## src/hw/rtl/gpeh_pkg.sv

```systemverilog
// Shared types, constants and compare helpers for the gamepad edge and hysteresis block.
`default_nettype none

package gpeh_pkg;

	// Fixed field widths
	localparam int BTN_W      = 16;
	localparam int BTN_IDX_W  = 4;
	localparam int SAMPLE_W   = 16;
	localparam int THR_W      = 16;
	localparam int AXES       = 4;
	localparam int STICK_DIRS = 8;
	localparam int CFG_IDX_W  = 2;
	localparam int PAD_IDX_IN_W = 3;

	// Full scale in Q1.15 (1.0)
	localparam logic [THR_W-1:0] FULL_SCALE = 16'h8000;

	// Item commands
	typedef enum logic {
		CMD_POLL  = 1'b0,
		CMD_CLEAR = 1'b1
	} cmd_t;

	// Configuration register indexes
	typedef enum logic [CFG_IDX_W-1:0] {
		CFG_DEADZONE = 2'd0,
		CFG_PRESS    = 2'd1,
		CFG_RELEASE  = 2'd2
	} cfg_idx_t;

	// Effective thresholds after clamping
	typedef struct packed {
		logic [THR_W-1:0] dz;
		logic [THR_W-1:0] pt;
		logic [THR_W-1:0] rt;
	} thr_t;

	// Per-pad stored state
	typedef struct packed {
		logic [BTN_W-1:0]      held;
		logic [STICK_DIRS-1:0] stick;
	} pad_state_t;

	// Exact compare of num/den against t/32768, where den is 32768 for a
	// negative sample and 32767 otherwise. Both sides are scaled by 32768 * den.
	function automatic logic [1:0] mag_cmp(
		input logic [SAMPLE_W-1:0] num,
		input logic                neg,
		input logic [THR_W-1:0]    t
	);
		logic [30:0] lhs;
		logic [30:0] rhs;
		logic [1:0]  res;
		lhs = {num, 15'b0};
		rhs = neg ? {t, 15'b0} : ({t, 15'b0} - {15'b0, t});
		// res[1]: num/den >= t, res[0]: num/den <= t
		res = {lhs >= rhs, lhs <= rhs};
		return res;
	endfunction

	// Index of the lowest set bit; all ones when nothing is set
	function automatic logic [BTN_IDX_W-1:0] lowest_set(input logic [BTN_W-1:0] v);
		logic [BTN_IDX_W-1:0] idx;
		idx = BTN_IDX_W'(BTN_W - 1);
		for (int b = BTN_W - 1; b >= 0; b--) begin
			if (v[b]) begin
				idx = BTN_IDX_W'(b);
			end
		end
		return idx;
	endfunction

endpackage

`default_nettype wire

```

## src/hw/rtl/gpeh_pad_state.sv

```systemverilog
// Per-pad state registers: held buttons and stick direction bits for each slot.
`default_nettype none

module gpeh_pad_state #(
	parameter int PAD_SLOTS = 8
) (
	input  wire logic                                    clk,
	input  wire logic                                    arst_n,
	input  wire logic [(PAD_SLOTS > 1 ? $clog2(PAD_SLOTS) : 1)-1:0] rd_idx,
	output      gpeh_pkg::pad_state_t                    rd_data,
	input  wire logic                                    wr_en,
	input  wire logic [(PAD_SLOTS > 1 ? $clog2(PAD_SLOTS) : 1)-1:0] wr_idx,
	input  wire gpeh_pkg::pad_state_t                    wr_data
);

	gpeh_pkg::pad_state_t slot_q [PAD_SLOTS];

	// Read the addressed slot; callers ignore out-of-range slots.
	always_comb begin
		rd_data = '0;
		for (int i = 0; i < PAD_SLOTS; i++) begin
			if (rd_idx == $bits(rd_idx)'(i)) begin
				rd_data = slot_q[i];
			end
		end
	end

	// Write one slot per cycle while wr_en is high; reset clears every slot.
	always_ff @(posedge clk or negedge arst_n) begin
		if (!arst_n) begin
			for (int i = 0; i < PAD_SLOTS; i++) begin
				slot_q[i] <= '0;
			end
		end else if (wr_en) begin
			for (int i = 0; i < PAD_SLOTS; i++) begin
				if (wr_idx == $bits(wr_idx)'(i)) begin
					slot_q[i] <= wr_data;
				end
			end
		end
	end

endmodule

`default_nettype wire

```

## src/hw/rtl/gpeh_stick_eval.sv

```systemverilog
// Stick direction evaluation: deadzone, press and release hysteresis for eight directions.
`default_nettype none

module gpeh_stick_eval (
	input  wire logic [gpeh_pkg::AXES-1:0][gpeh_pkg::SAMPLE_W-1:0] samples,
	input  wire gpeh_pkg::thr_t                                     thr,
	input  wire logic [gpeh_pkg::STICK_DIRS-1:0]                    dir_was,
	output      logic [gpeh_pkg::STICK_DIRS-1:0]                    dir_now
);

	// Each axis feeds two directions: negative side at 2a, positive side at 2a+1.
	for (genvar a = 0; a < gpeh_pkg::AXES; a++) begin : g_axis
		logic                          neg;
		logic [gpeh_pkg::SAMPLE_W-1:0] num;
		logic [1:0]                    dz_cmp;
		logic [1:0]                    pt_cmp;
		logic [1:0]                    rt_cmp;
		logic                          outside;
		logic [1:0]                    active;
		logic [1:0]                    ge;
		logic [1:0]                    le;

		// Magnitude numerator: the full negative range maps to 32768.
		assign neg = samples[a][gpeh_pkg::SAMPLE_W-1];
		assign num = neg ? (~samples[a] + 1'b1) : samples[a];

		assign dz_cmp  = gpeh_pkg::mag_cmp(num, neg, thr.dz);
		assign pt_cmp  = gpeh_pkg::mag_cmp(num, neg, thr.pt);
		assign rt_cmp  = gpeh_pkg::mag_cmp(num, neg, thr.rt);
		assign outside = !dz_cmp[0];
		assign active  = {!neg && outside, neg && outside};

		// A direction with zero magnitude presses only at a zero threshold
		// and always releases.
		for (genvar s = 0; s < 2; s++) begin : g_side
			assign ge[s] = active[s] ? pt_cmp[1] : (thr.pt == '0);
			assign le[s] = active[s] ? rt_cmp[0] : 1'b1;
			assign dir_now[2*a+s] = dir_was[2*a+s] ? !le[s] : ge[s];
		end
	end

endmodule

`default_nettype wire

```

## src/hw/rtl/gamepad_edge_hysteresis.sv

```systemverilog
// Top level: gamepad button edge detection and stick direction hysteresis.
//
//  Channel | Handshake             | Payload
//  --------+-----------------------+---------------------------------------------
//  in      | in_valid / in_ready   | command, pad_index, frame_start, button_mask,
//          |                       | left_x, left_y, right_x, right_y
//  out     | out_valid / out_ready | buttons_*, stick_*, frame_first_*
//  cfg     | cfg_wr_en             | cfg_index, cfg_data
//
// One item per cycle sustained while the output is not stalled; an accepted item
// waits in the input register until its result is loaded into the result register.
// Per-pad state is read and written in the same stage, so items for the same
// pad may follow each other back to back.
// Reset clears all pad state and the frame latch and returns the configuration
// registers to their reset values.
// A stalled output holds the result and the input register; in_ready drops only
// while both are full and out_ready is low.
`default_nettype none

module gamepad_edge_hysteresis #(
	parameter int PAD_SLOTS = 8
) (
	input  wire logic        clk,
	input  wire logic        arst_n,
	// Configuration
	input  wire logic        cfg_wr_en,
	input  wire logic [gpeh_pkg::CFG_IDX_W-1:0] cfg_index,
	input  wire logic [gpeh_pkg::THR_W-1:0]     cfg_data,
	// Input items
	input  wire logic        in_valid,
	output      logic        in_ready,
	input  wire logic        command,
	input  wire logic [gpeh_pkg::PAD_IDX_IN_W-1:0] pad_index,
	input  wire logic        frame_start,
	input  wire logic [gpeh_pkg::BTN_W-1:0]        button_mask,
	input  wire logic signed [gpeh_pkg::SAMPLE_W-1:0] left_x,
	input  wire logic signed [gpeh_pkg::SAMPLE_W-1:0] left_y,
	input  wire logic signed [gpeh_pkg::SAMPLE_W-1:0] right_x,
	input  wire logic signed [gpeh_pkg::SAMPLE_W-1:0] right_y,
	// Result items
	output      logic        out_valid,
	input  wire logic        out_ready,
	output      logic [gpeh_pkg::BTN_W-1:0]      buttons_held,
	output      logic [gpeh_pkg::BTN_W-1:0]      buttons_pressed,
	output      logic [gpeh_pkg::BTN_W-1:0]      buttons_released,
	output      logic [gpeh_pkg::STICK_DIRS-1:0] stick_held,
	output      logic [gpeh_pkg::STICK_DIRS-1:0] stick_down_edge,
	output      logic [gpeh_pkg::STICK_DIRS-1:0] stick_up_edge,
	output      logic [gpeh_pkg::BTN_IDX_W-1:0]  frame_first_button,
	output      logic        frame_first_valid
);

	localparam int PIW = (PAD_SLOTS > 1) ? $clog2(PAD_SLOTS) : 1;

	// Configuration registers
	logic [gpeh_pkg::THR_W-1:0] deadzone_q;
	logic [gpeh_pkg::THR_W-1:0] press_q;
	logic [gpeh_pkg::THR_W-1:0] release_q;

	// Input stage
	logic                                             valid_s1;
	logic                                             command_s1;
	logic [gpeh_pkg::PAD_IDX_IN_W-1:0]                pad_index_s1;
	logic                                             frame_start_s1;
	logic [gpeh_pkg::BTN_W-1:0]                       button_mask_s1;
	logic [gpeh_pkg::AXES-1:0][gpeh_pkg::SAMPLE_W-1:0] samples_s1;

	// Frame latch
	logic                           seen_q;
	logic [gpeh_pkg::BTN_IDX_W-1:0] latch_q;

	// Result register
	logic                              out_valid_q;
	logic [gpeh_pkg::BTN_W-1:0]        held_q;
	logic [gpeh_pkg::BTN_W-1:0]        pressed_q;
	logic [gpeh_pkg::BTN_W-1:0]        released_q;
	logic [gpeh_pkg::STICK_DIRS-1:0]   sheld_q;
	logic [gpeh_pkg::STICK_DIRS-1:0]   spressed_q;
	logic [gpeh_pkg::STICK_DIRS-1:0]   sreleased_q;

	// Combinational work of the input stage
	logic                            advance;
	logic                            fire;
	logic                            pad_ok;
	logic                            poll;
	logic [PIW-1:0]                  pad_idx;
	gpeh_pkg::thr_t                  thr;
	logic [gpeh_pkg::THR_W-1:0]      pt_eff;
	gpeh_pkg::pad_state_t            prev_state;
	gpeh_pkg::pad_state_t            next_state;
	logic [gpeh_pkg::STICK_DIRS-1:0] dir_now;
	logic [gpeh_pkg::BTN_W-1:0]      held_d;
	logic [gpeh_pkg::BTN_W-1:0]      pressed_d;
	logic [gpeh_pkg::BTN_W-1:0]      released_d;
	logic [gpeh_pkg::STICK_DIRS-1:0] sheld_d;
	logic [gpeh_pkg::STICK_DIRS-1:0] spressed_d;
	logic [gpeh_pkg::STICK_DIRS-1:0] sreleased_d;
	logic                            seen_base;
	logic [gpeh_pkg::BTN_IDX_W-1:0]  latch_base;
	logic                            take_first;
	logic                            seen_d;
	logic [gpeh_pkg::BTN_IDX_W-1:0]  latch_d;

	// Configuration writes; unknown indexes are ignored.
	always_ff @(posedge clk or negedge arst_n) begin
		if (!arst_n) begin
			deadzone_q <= 16'd4915;
			press_q    <= 16'd16384;
			release_q  <= 16'd13107;
		end else if (cfg_wr_en) begin
			unique case (cfg_index)
				gpeh_pkg::CFG_DEADZONE: deadzone_q <= cfg_data;
				gpeh_pkg::CFG_PRESS:    press_q    <= cfg_data;
				gpeh_pkg::CFG_RELEASE:  release_q  <= cfg_data;
				default: ;
			endcase
		end
	end

	// Effective thresholds: saturate at full scale, release capped at press.
	assign pt_eff = (press_q > gpeh_pkg::FULL_SCALE) ? gpeh_pkg::FULL_SCALE : press_q;
	assign thr.dz = (deadzone_q > gpeh_pkg::FULL_SCALE) ? gpeh_pkg::FULL_SCALE : deadzone_q;
	assign thr.pt = pt_eff;
	assign thr.rt = (release_q > pt_eff) ? pt_eff : release_q;

	// Pipeline flow control
	assign advance  = !out_valid_q || out_ready;
	assign in_ready = !valid_s1 || advance;
	assign fire     = valid_s1 && advance;

	// Input register
	always_ff @(posedge clk or negedge arst_n) begin
		if (!arst_n) begin
			valid_s1 <= 1'b0;
		end else if (in_ready) begin
			valid_s1 <= in_valid;
		end
	end

	always_ff @(posedge clk) begin
		if (in_valid && in_ready) begin
			command_s1     <= command;
			pad_index_s1   <= pad_index;
			frame_start_s1 <= frame_start;
			button_mask_s1 <= button_mask;
			samples_s1     <= {right_y, right_x, left_y, left_x};
		end
	end

	// Pad slot lookup
	assign pad_ok  = 32'(pad_index_s1) < PAD_SLOTS;
	assign pad_idx = PIW'(pad_index_s1);
	assign poll    = pad_ok && (command_s1 == gpeh_pkg::CMD_POLL);

	gpeh_pad_state #(
		.PAD_SLOTS (PAD_SLOTS)
	) u_pad_state (
		.clk     (clk),
		.arst_n  (arst_n),
		.rd_idx  (pad_idx),
		.rd_data (prev_state),
		.wr_en   (fire && pad_ok),
		.wr_idx  (pad_idx),
		.wr_data (next_state)
	);

	gpeh_stick_eval u_stick_eval (
		.samples (samples_s1),
		.thr     (thr),
		.dir_was (prev_state.stick),
		.dir_now (dir_now)
	);

	// Button edges and stick edges; a clear or an unused slot reports zeros.
	always_comb begin
		held_d      = '0;
		pressed_d   = '0;
		released_d  = '0;
		sheld_d     = '0;
		spressed_d  = '0;
		sreleased_d = '0;
		if (poll) begin
			held_d      = button_mask_s1;
			pressed_d   = button_mask_s1 & ~prev_state.held;
			released_d  = ~button_mask_s1 & prev_state.held;
			sheld_d     = dir_now;
			spressed_d  = dir_now & ~prev_state.stick;
			sreleased_d = prev_state.stick & ~dir_now;
		end
		next_state.held  = held_d;
		next_state.stick = sheld_d;
	end

	// Frame latch: frame_start clears it before this item is considered.
	assign seen_base  = frame_start_s1 ? 1'b0 : seen_q;
	assign latch_base = frame_start_s1 ? '0 : latch_q;
	assign take_first = !seen_base && (pressed_d != '0);
	assign seen_d     = seen_base || take_first;
	assign latch_d    = take_first ? gpeh_pkg::lowest_set(pressed_d) : latch_base;

	always_ff @(posedge clk or negedge arst_n) begin
		if (!arst_n) begin
			seen_q  <= 1'b0;
			latch_q <= '0;
		end else if (fire) begin
			seen_q  <= seen_d;
			latch_q <= latch_d;
		end
	end

	// Result register
	always_ff @(posedge clk or negedge arst_n) begin
		if (!arst_n) begin
			out_valid_q <= 1'b0;
		end else if (advance) begin
			out_valid_q <= valid_s1;
		end
	end

	always_ff @(posedge clk) begin
		if (fire) begin
			held_q      <= held_d;
			pressed_q   <= pressed_d;
			released_q  <= released_d;
			sheld_q     <= sheld_d;
			spressed_q  <= spressed_d;
			sreleased_q <= sreleased_d;
		end
	end

	// Output ports
	assign out_valid          = out_valid_q;
	assign buttons_held       = held_q;
	assign buttons_pressed    = pressed_q;
	assign buttons_released   = released_q;
	assign stick_held         = sheld_q;
	assign stick_down_edge    = spressed_q;
	assign stick_up_edge      = sreleased_q;
	assign frame_first_button = latch_q;
	assign frame_first_valid  = seen_q;

endmodule

`default_nettype wire

```

## config.mk

```make
export PLATFORM = sky130hd
export DESIGN_NAME = gamepad_edge_hysteresis
export DESIGN_NICKNAME = d
export VERILOG_FILES = /design/src/hw/rtl/gpeh_pkg.sv /design/src/hw/rtl/gpeh_pad_state.sv /design/src/hw/rtl/gpeh_stick_eval.sv /design/src/hw/rtl/gamepad_edge_hysteresis.sv
export SDC_FILE = /design/constraint.sdc
export NUM_CORES = 1
export LEC_CHECK = 0
export BUFFER_PORTS_ARGS = -buffer_cell sky130_fd_sc_hd__buf_2
export CORE_ASPECT_RATIO = 0.9
export CORE_MARGIN = 2
export CORE_UTILIZATION = 47
export CTS_CLUSTER_DIAMETER = 60
export DETAILED_ROUTE_END_ITERATION = 7
export PLACE_DENSITY = 0.69
export SLEW_MARGIN = 25
export SYNTH_ARGS = -nofsm -noshare
export SYNTH_HDL_FRONTEND = slang
export SYNTH_SLANG_ARGS = --single-unit
```

## constraint.sdc

```tcl
create_clock -name clk -period 8.06 [get_ports clk]
set_input_delay 1.612 -clock clk [delete_from_list [all_inputs] [get_ports clk]]
set_output_delay 1.612 -clock clk [all_outputs]
set_load 0.03 [all_outputs]
```

* Word-level counts from Yosys, hierarchy flattened *
Index checks and enable logic that the tools add are counted.
Widths: inputs -> output; s select.

storage, ports and cells
  register bits = 404
  bits of input ports = 108
  output and inout port bits = 79
  word-level logic and storage cells = 202

cells by class
  $add $sub $neg = 7
  $lt $le $gt $ge = 15
  eq/ne operators = 9
  multiplexer cells = 72
  bitwise logic cells = 12
  reduce and logical (&&, ||, !) cells = 50

operators by type and width
  cell                   count
  $mux 31                12
  $le 31x31->1           8
  $mux 24                8
  $mux 16                9
  $ge 31x31->1           4
  $not 16->16            6
  $sub 31x16->31         3
  $add 16x1->16 const B  4
  $mux 4                 16
  $and 16x16->16         2
  $gt 16x16->1 const B   2
  $mux 1                 26
  $reduce_and 2->1       12
  $logic_not 1->1        19
  $and 8x8->8            2
  $gt 16x16->1           1
  $logic_not 16->1       1
  $not 8->8              2
  $reduce_bool 16->1     1
  $eq 3x3->1 const B     4
  $logic_and 1x1->1      11
  $mux 8                 1
  $eq 3x2->1 const B     2
  $eq 3x1->1 const B     1
  6 further kinds        8

* Depth between registers and ports, before layout *
  word-level depth = 28
  depth in mapped cells = 42
  depth with buffers taken out = 32

* By module *
A second synthesis with hierarchy kept.

second synthesis, totals
  cells, all modules = 2578
  area total of the unflattened synthesis = 27335.0 µm²

modules (own cells, without submodules)
  module                   times used  cells each  area each (µm²)  seq. area each (µm²)
  gpeh_stick_eval          1           1357        9743.1           0.0
  gpeh_pad_state           1           700         9090.0           4804.6
  gamepad_edge_hysteresis  1           521         8501.9           6110.9

* Worst setup path before layout *
OpenSTA, ideal clock, no wires.

  path type = reg-to-reg
  from = reg press_q[15] (netlist name)
  to = reg u_pad_state.slot_q[170] (netlist name)
  setup time = 0.125 ns
  arrival = 7.947 ns
  required time = 7.935 ns
  slack = -0.012 ns
  cell stages (with the launch flop) = 41
  buffers on the path = 10
  clock period less this slack = 8.072 ns
  cell sequence = dfrtp_1 > buf_2 > buf_2 > buf_2 > buf_2 > nor2_1 > inv_1 > ha_1 > and3_1 > a221o_1 > nand2_1 > o2111ai_1 > nand2_1 > buf_2 > clkbuf_1 > clkbuf_1 > buf_2 > nor2_1 > [... 5 more ...] > nor4_1 > a31o_2 > a21o_1 > nor2_1 > xor2_1 > mux2i_1 > ha_1 > a21o_1 > a21o_1 > a21o_1 > a21oi_1 > o21ai_0 > a22oi_1 > or3b_2 > nor3_1 > or2_1 > buf_4 > mux2_2

between the ends
  longest elaborated chain between the ends = 11
  elaborated cells between the ends (all ways) = 16
  classes of those cells = add/sub (2); order compare (4); mux (8); reduce/logical (2)

RTL lines
  element                          RTL line                        source
  from (decl)                      gamepad_edge_hysteresis.sv:57   logic [gpeh_pkg::THR_W-1:0] press_q;
  from (signal assigned)           gamepad_edge_hysteresis.sv:113  gpeh_pkg::CFG_PRESS: press_q <= cfg_data;
  $gt 16x16->1                     gamepad_edge_hysteresis.sv:121  assign pt_eff = (press_q > gpeh_pkg::FULL_SCALE) ? gpeh_pkg::FULL_SCALE : press_q;
  $mux 16 (*)                      gamepad_edge_hysteresis.sv:121
  $gt 16x16->1                     gamepad_edge_hysteresis.sv:124  assign thr.rt = (release_q > pt_eff) ? pt_eff : release_q;
  $mux 16                          gamepad_edge_hysteresis.sv:124
  $sub 31x16->31                   gpeh_pkg.sv:56                  rhs = neg ? {t, 15'b0} : ({t, 15'b0} - {15'b0, t});
  $mux 31                          gpeh_pkg.sv:56
  $le 31x31->1                     gpeh_pkg.sv:58                  res = {lhs >= rhs, lhs <= rhs};
  $mux 1                           gpeh_stick_eval.sv:37           assign le[s] = active[s] ? rt_cmp[0] : 1'b1;
  $logic_not 1->1                  gpeh_stick_eval.sv:38           assign dir_now[2*a+s] = dir_was[2*a+s] ? !le[s] : ge[s];
  $mux 1 (*)                       gpeh_stick_eval.sv:38
  $mux 8 (*)                       gamepad_edge_hysteresis.sv:182  if (poll) begin
  via sheld_d (one bit)            gamepad_edge_hysteresis.sv:95   logic [gpeh_pkg::STICK_DIRS-1:0] sheld_d;
  to (signal, indexed assignment)  gpeh_pad_state.sv:37            slot_q[i] <= wr_data;
  to (decl)                        gpeh_pad_state.sv:16            gpeh_pkg::pad_state_t slot_q [PAD_SLOTS];

The timed path passes the listed nets; every way through them passes the cells marked *.
A chain may end at the register's enable or synchronous reset.

* Worst setup path in the final report *
  from = reg press_q[15] (netlist name)
  to = reg u_pad_state.slot_q[170] (netlist name)

between the ends
  longest elaborated chain between the ends = 11
  elaborated cells between the ends (all ways) = 16
  classes of those cells = add/sub (2); order compare (4); mux (8); reduce/logical (2)

RTL lines
  element          RTL line
  $gt 16x16->1     gamepad_edge_hysteresis.sv:121
  $mux 16 (*)      gamepad_edge_hysteresis.sv:121
  $gt 16x16->1     gamepad_edge_hysteresis.sv:124
  $mux 16          gamepad_edge_hysteresis.sv:124
  $sub 31x16->31   gpeh_pkg.sv:56
  $mux 31          gpeh_pkg.sv:56
  $le 31x31->1     gpeh_pkg.sv:58
  $mux 1           gpeh_stick_eval.sv:37
  $logic_not 1->1  gpeh_stick_eval.sv:38
  $mux 1 (*)       gpeh_stick_eval.sv:38
  $mux 8 (*)       gamepad_edge_hysteresis.sv:182

Mark *: on every way between the ends. The rest lies on a longest branch, timed or not.

==> impl_metrics.sql <==
INSERT INTO impl_metrics (metric_group, metric, value, unit) VALUES
('sta', 'relSlewSlack', '0.2065', ''),
('synthesis', 'synthesis.area', '0.02742', 'mm²'),
('place', 'placement.setup.worst_slack', '0.5211', 'ns'),
('outcome', 'status', 'finished, final reports clean', ''),
('global_route', 'first_global_vias', '22110', ''),
('sta', 'final_period_minus_worst_setup_slack', '7.529', 'ns'),
('routing', 'initialDrtViolationCount', '2716', ''),
('synthesis', 'yosys_warnings', '0', ''),
('global_route', 'grt_usage', '0.3115', ''),
('floorplanning', 'die-height', '233.1', 'µm'),
('synthesis', 'synth_enable_flop_cells', '157', ''),
('setup_path', 'cp_slowest_stage_delay', '0.54', 'ns'),
('setup_path', 'critical_path.max_fanout', '21', ''),
('synthesis', 'synthesis.instances', '2862', ''),
('pwr', 'power.share.clock', '0.244', ''),
('pwr', 'internal-power', '5.034', 'mW'),
('cts', 'ctsHtreeMaxLevel', '2', ''),
('floorplanning', 'row_count', '83', ''),
('sta', 'maxClockFrequency', '132.8', 'MHz'),
('cts', 'clock_tree.root_cell', 'clkbuf_16', ''),
('cts', 'cts.sinks', '404', ''),
('global_route', 'global_route.overflow_total', '0', ''),
('synthesis', 'synth-main-ff-cell', 'dfrtp_1', ''),
('synthesis', 'synth.top_cell.area_share', '0.2109', ''),
('synthesis', 'synth.net_count', '3186', ''),
('cts', 'number_of_buffers_inserted_during_clock_tree_synthesis', '44', ''),
('synthesis', 'synth_common_cells', 'nand2_1 (304), nor2_1 (242), dfrtp_1 (231), o21ai_0 (222), ha_1 (216)', ''),
('finish', 'num-fill-cells', '5158', ''),
('setup_path', 'ff2ff_path_depth', '32', ''),
('global_route', 'grt_first_pass_wirelength', '141300', 'µm'),
('job', 'max_cap_violations', '0', ''),
('routing', 'drt-total-wl', '94170', 'µm'),
('synthesis', 'unique_masters_post_synth', '100', ''),
('cts', 'clkLatencyLatePin', '0.60', 'ns'),
('routing', 'routedWlPerCell', '24.76', 'µm'),
('finish', 'final_layout_size_suffix_gt1_frac', '0.1729', ''),
('pwr', 'power.static_leakage', '13.17', 'nW'),
('global_route', 'number_of_antenna_violations_at_the_first_check_in_global_routing', '3', ''),
('sta', 'setup_repair_after_global_routing_missed_its_margin', 'false', ''),
('setup_path', 'startpoint_class_of_the_critical_path', 'register', ''),
('place', 'gp_congestion', '1.052', ''),
('synthesis', 'asyncSetResetFlopFracSynth', '0.6114', ''),
('setup_path', 'path_class', 'register to register', ''),
('pwr', 'pwr-share-comb', '0.427', ''),
('sta', 'tightest_slew', '1.174', 'ns'),
('sta', 'skew', '0.02717', 'ns'),
('floorplanning', 'initial_core_util', '0.4782', ''),
('setup_path', 'crit_end_category', 'register', ''),
('setup_path', 'crit_path_buffers_inverters', '5', ''),
('setup_path', 'worst_path_most_repeated_cell', 'nor3_1', ''),
('place', 'portBuffers', '186', ''),
('floorplanning', 'fp.dieArea', '0.06028', 'mm²'),
('pwr', 'vdd_drop_max', '0.1800', 'mV'),
('finish', 'cell_area_after_layout', '0.03082', 'mm²'),
('sta', 'timing.final.max_slew_violations', '0', ''),
('pwr', 'finalPower', '8.438', 'mW'),
('synthesis', 'seq_area_frac_synth', '0.3982', ''),
('pwr', 'power.share.switching', '0.4034', ''),
('routing', 'route.detailed.vias_per_inst', '6.167', ''),
('synthesis', 'synth.largest_area_cell', 'dfrtp_1', ''),
('routing', 'num_vias', '23460', ''),
('min_path', 'hold_path_depth', '2', ''),
('setup_path', 'slowest_cell_on_the_critical_path', 'dfrtp_2', ''),
('place', 'dp.final_hpwl', '71930', 'µm'),
('pwr', 'powerDensity', '273.8', 'mW/mm²'),
('finish', 'area_added_between_synthesis_and_finish', '12.41', '%'),
('setup_path', 'crit_family', 'compound AO/OA/AOI/OAI gates', ''),
('routing', 'drt_pre_antenna_iters', '8', ''),
('floorplanning', 'floorplan.die.width', '258.6', 'µm'),
('global_route', 'maximum_number_of_pins_on_one_net_before_global_route_repair', '170', ''),
('sta', 'fin_ws', '0.5314', 'ns');
==> cells by family after synthesis <==
| kind of cell | count (synthesis) | synth area share |
|---|---|---|
| AO/OA/AOI/OAI | 664 | 0.1617 |
| XOR/XNOR | 194 | 0.06198 |
| adder cells (fa/ha/maj) | 216 | 0.09858 |
| buffers and inverters | 252 | 0.03601 |
| flip-flops | 404 | 0.3982 |
| multiplexers | 174 | 0.07393 |
| AND/OR/NAND/NOR | 958 | 0.1696 |
==> worst min-delay path, cell delays in order (launching register included) <==
cell and delay, ns:
dfrtp_1 0.34, nand2_1 0.04, o21ai_0 0.06
==> worst paths after layout <==
check                                                        start                                   to  slack (ns)
worst min register to register  u_pad_state.slot_q[13]$_DFFE_PN0P_   u_pad_state.slot_q[13]$_DFFE_PN0P_        0.48
worst min-delay path            u_pad_state.slot_q[13]$_DFFE_PN0P_   u_pad_state.slot_q[13]$_DFFE_PN0P_        0.48
worst max register to register             press_q[15]$_DFFE_PN0P_  u_pad_state.slot_q[170]$_DFFE_PN0P_        0.53
worst max-delay path                       press_q[15]$_DFFE_PN0P_  u_pad_state.slot_q[170]$_DFFE_PN0P_        0.53
min in group asynchronous                                   arst_n                 valid_s1$_DFFE_PN0N_        0.97
max in group asynchronous                                   arst_n              press_q[15]$_DFFE_PN0P_        5.60
==> power by group through the flow <==
stage,clock network (mW),logic [mW],registers (mW)
after global routing,2.18,3.94,2.81
after CTS,2.10,3.51,2.76
after detailed placement,0,3.49,2.80
after global placement,0,3.41,2.78
after floorplan,0,2.37,2.74
final,2.06,3.61,2.78
==> flip-flops by register name (all words and copies together) (netlist names), 3 cells and up <==
| register | count |
|---|---|
| press_q | 16 |
| buttons_held | 16 |
| pad_idx | 3 |
| buttons_pressed | 16 |
| stick_down_edge | 8 |
| u_pad_state.slot_q | 192 |
| buttons_released | 16 |
| samples_s1 | 64 |
| stick_held | 8 |
| deadzone_q | 16 |
| button_mask_s1 | 16 |
| frame_first_button | 4 |
| release_q | 16 |
| stick_up_edge | 8 |
==> through the flow <==
| stage | util | instances |
|---|---|---|
| floorplan | - | 2862 |
| global placement | 0.5106 | 3720 |
| detailed placement | 0.5108 | 3720 |
| CTS | 0.5366 | 3801 |
| global route | 0.5376 | 3802 |
| finish | 0.5376 | 3803 |
==> repair_timing <==
item | CTS | global route
endpoints found under the setup margin | 0 | 11
resized for setup | 0 | 3
hold buffers | 0 | 0
endpoints found under the hold margin | 0 | 0
==> layer usage <==
layer / share of wire / GRT usage / up-vias
met1: 0.47 / 0.4752 / 11450
met4: 0.026 / 0.08056 / 2
met3: 0.10 / 0.07682 / 155
li1: - / - / 10700
met2: 0.40 / 0.4360 / 1156
met5: 0.00011 / 0 / -
==> final cells by class <==
type / instances / area (µm²) / area share
Clock inverter: 15 / 182.7 / 0.005927
Antenna cell: 1 / 2.502 / 0.00008120
Tap cell: 765 / 957.2 / 0.03106
Multi-Input combinational cell: 2206 / 15580 / 0.5054
Timing Repair Buffer: 269 / 1597 / 0.05180
Clock buffer: 66 / 1296 / 0.04206
Sequential cell: 404 / 10920 / 0.3542
Inverter: 77 / 290.3 / 0.009419
==> cells in the final DEF (no fill, tap or decap), types with 33 or more instances in the layout <==
master,instances
o21ai_0,221
nand3_1,34
nand2b_1,55
clkbuf_16,46
xor2_1,62
nor3_1,71
buf_4,81
nor4_1,43
nand2_1,304
a21oi_1,112
ha_1,216
nand4_1,43
mux2i_1,65
buf_2,185
a21o_1,59
mux2_2,91
or3_1,33
edfxtp_1,157
nor2_1,241
dfrtp_1,230
xnor2_1,132
inv_1,73
(Power assumes the default switching activity.)
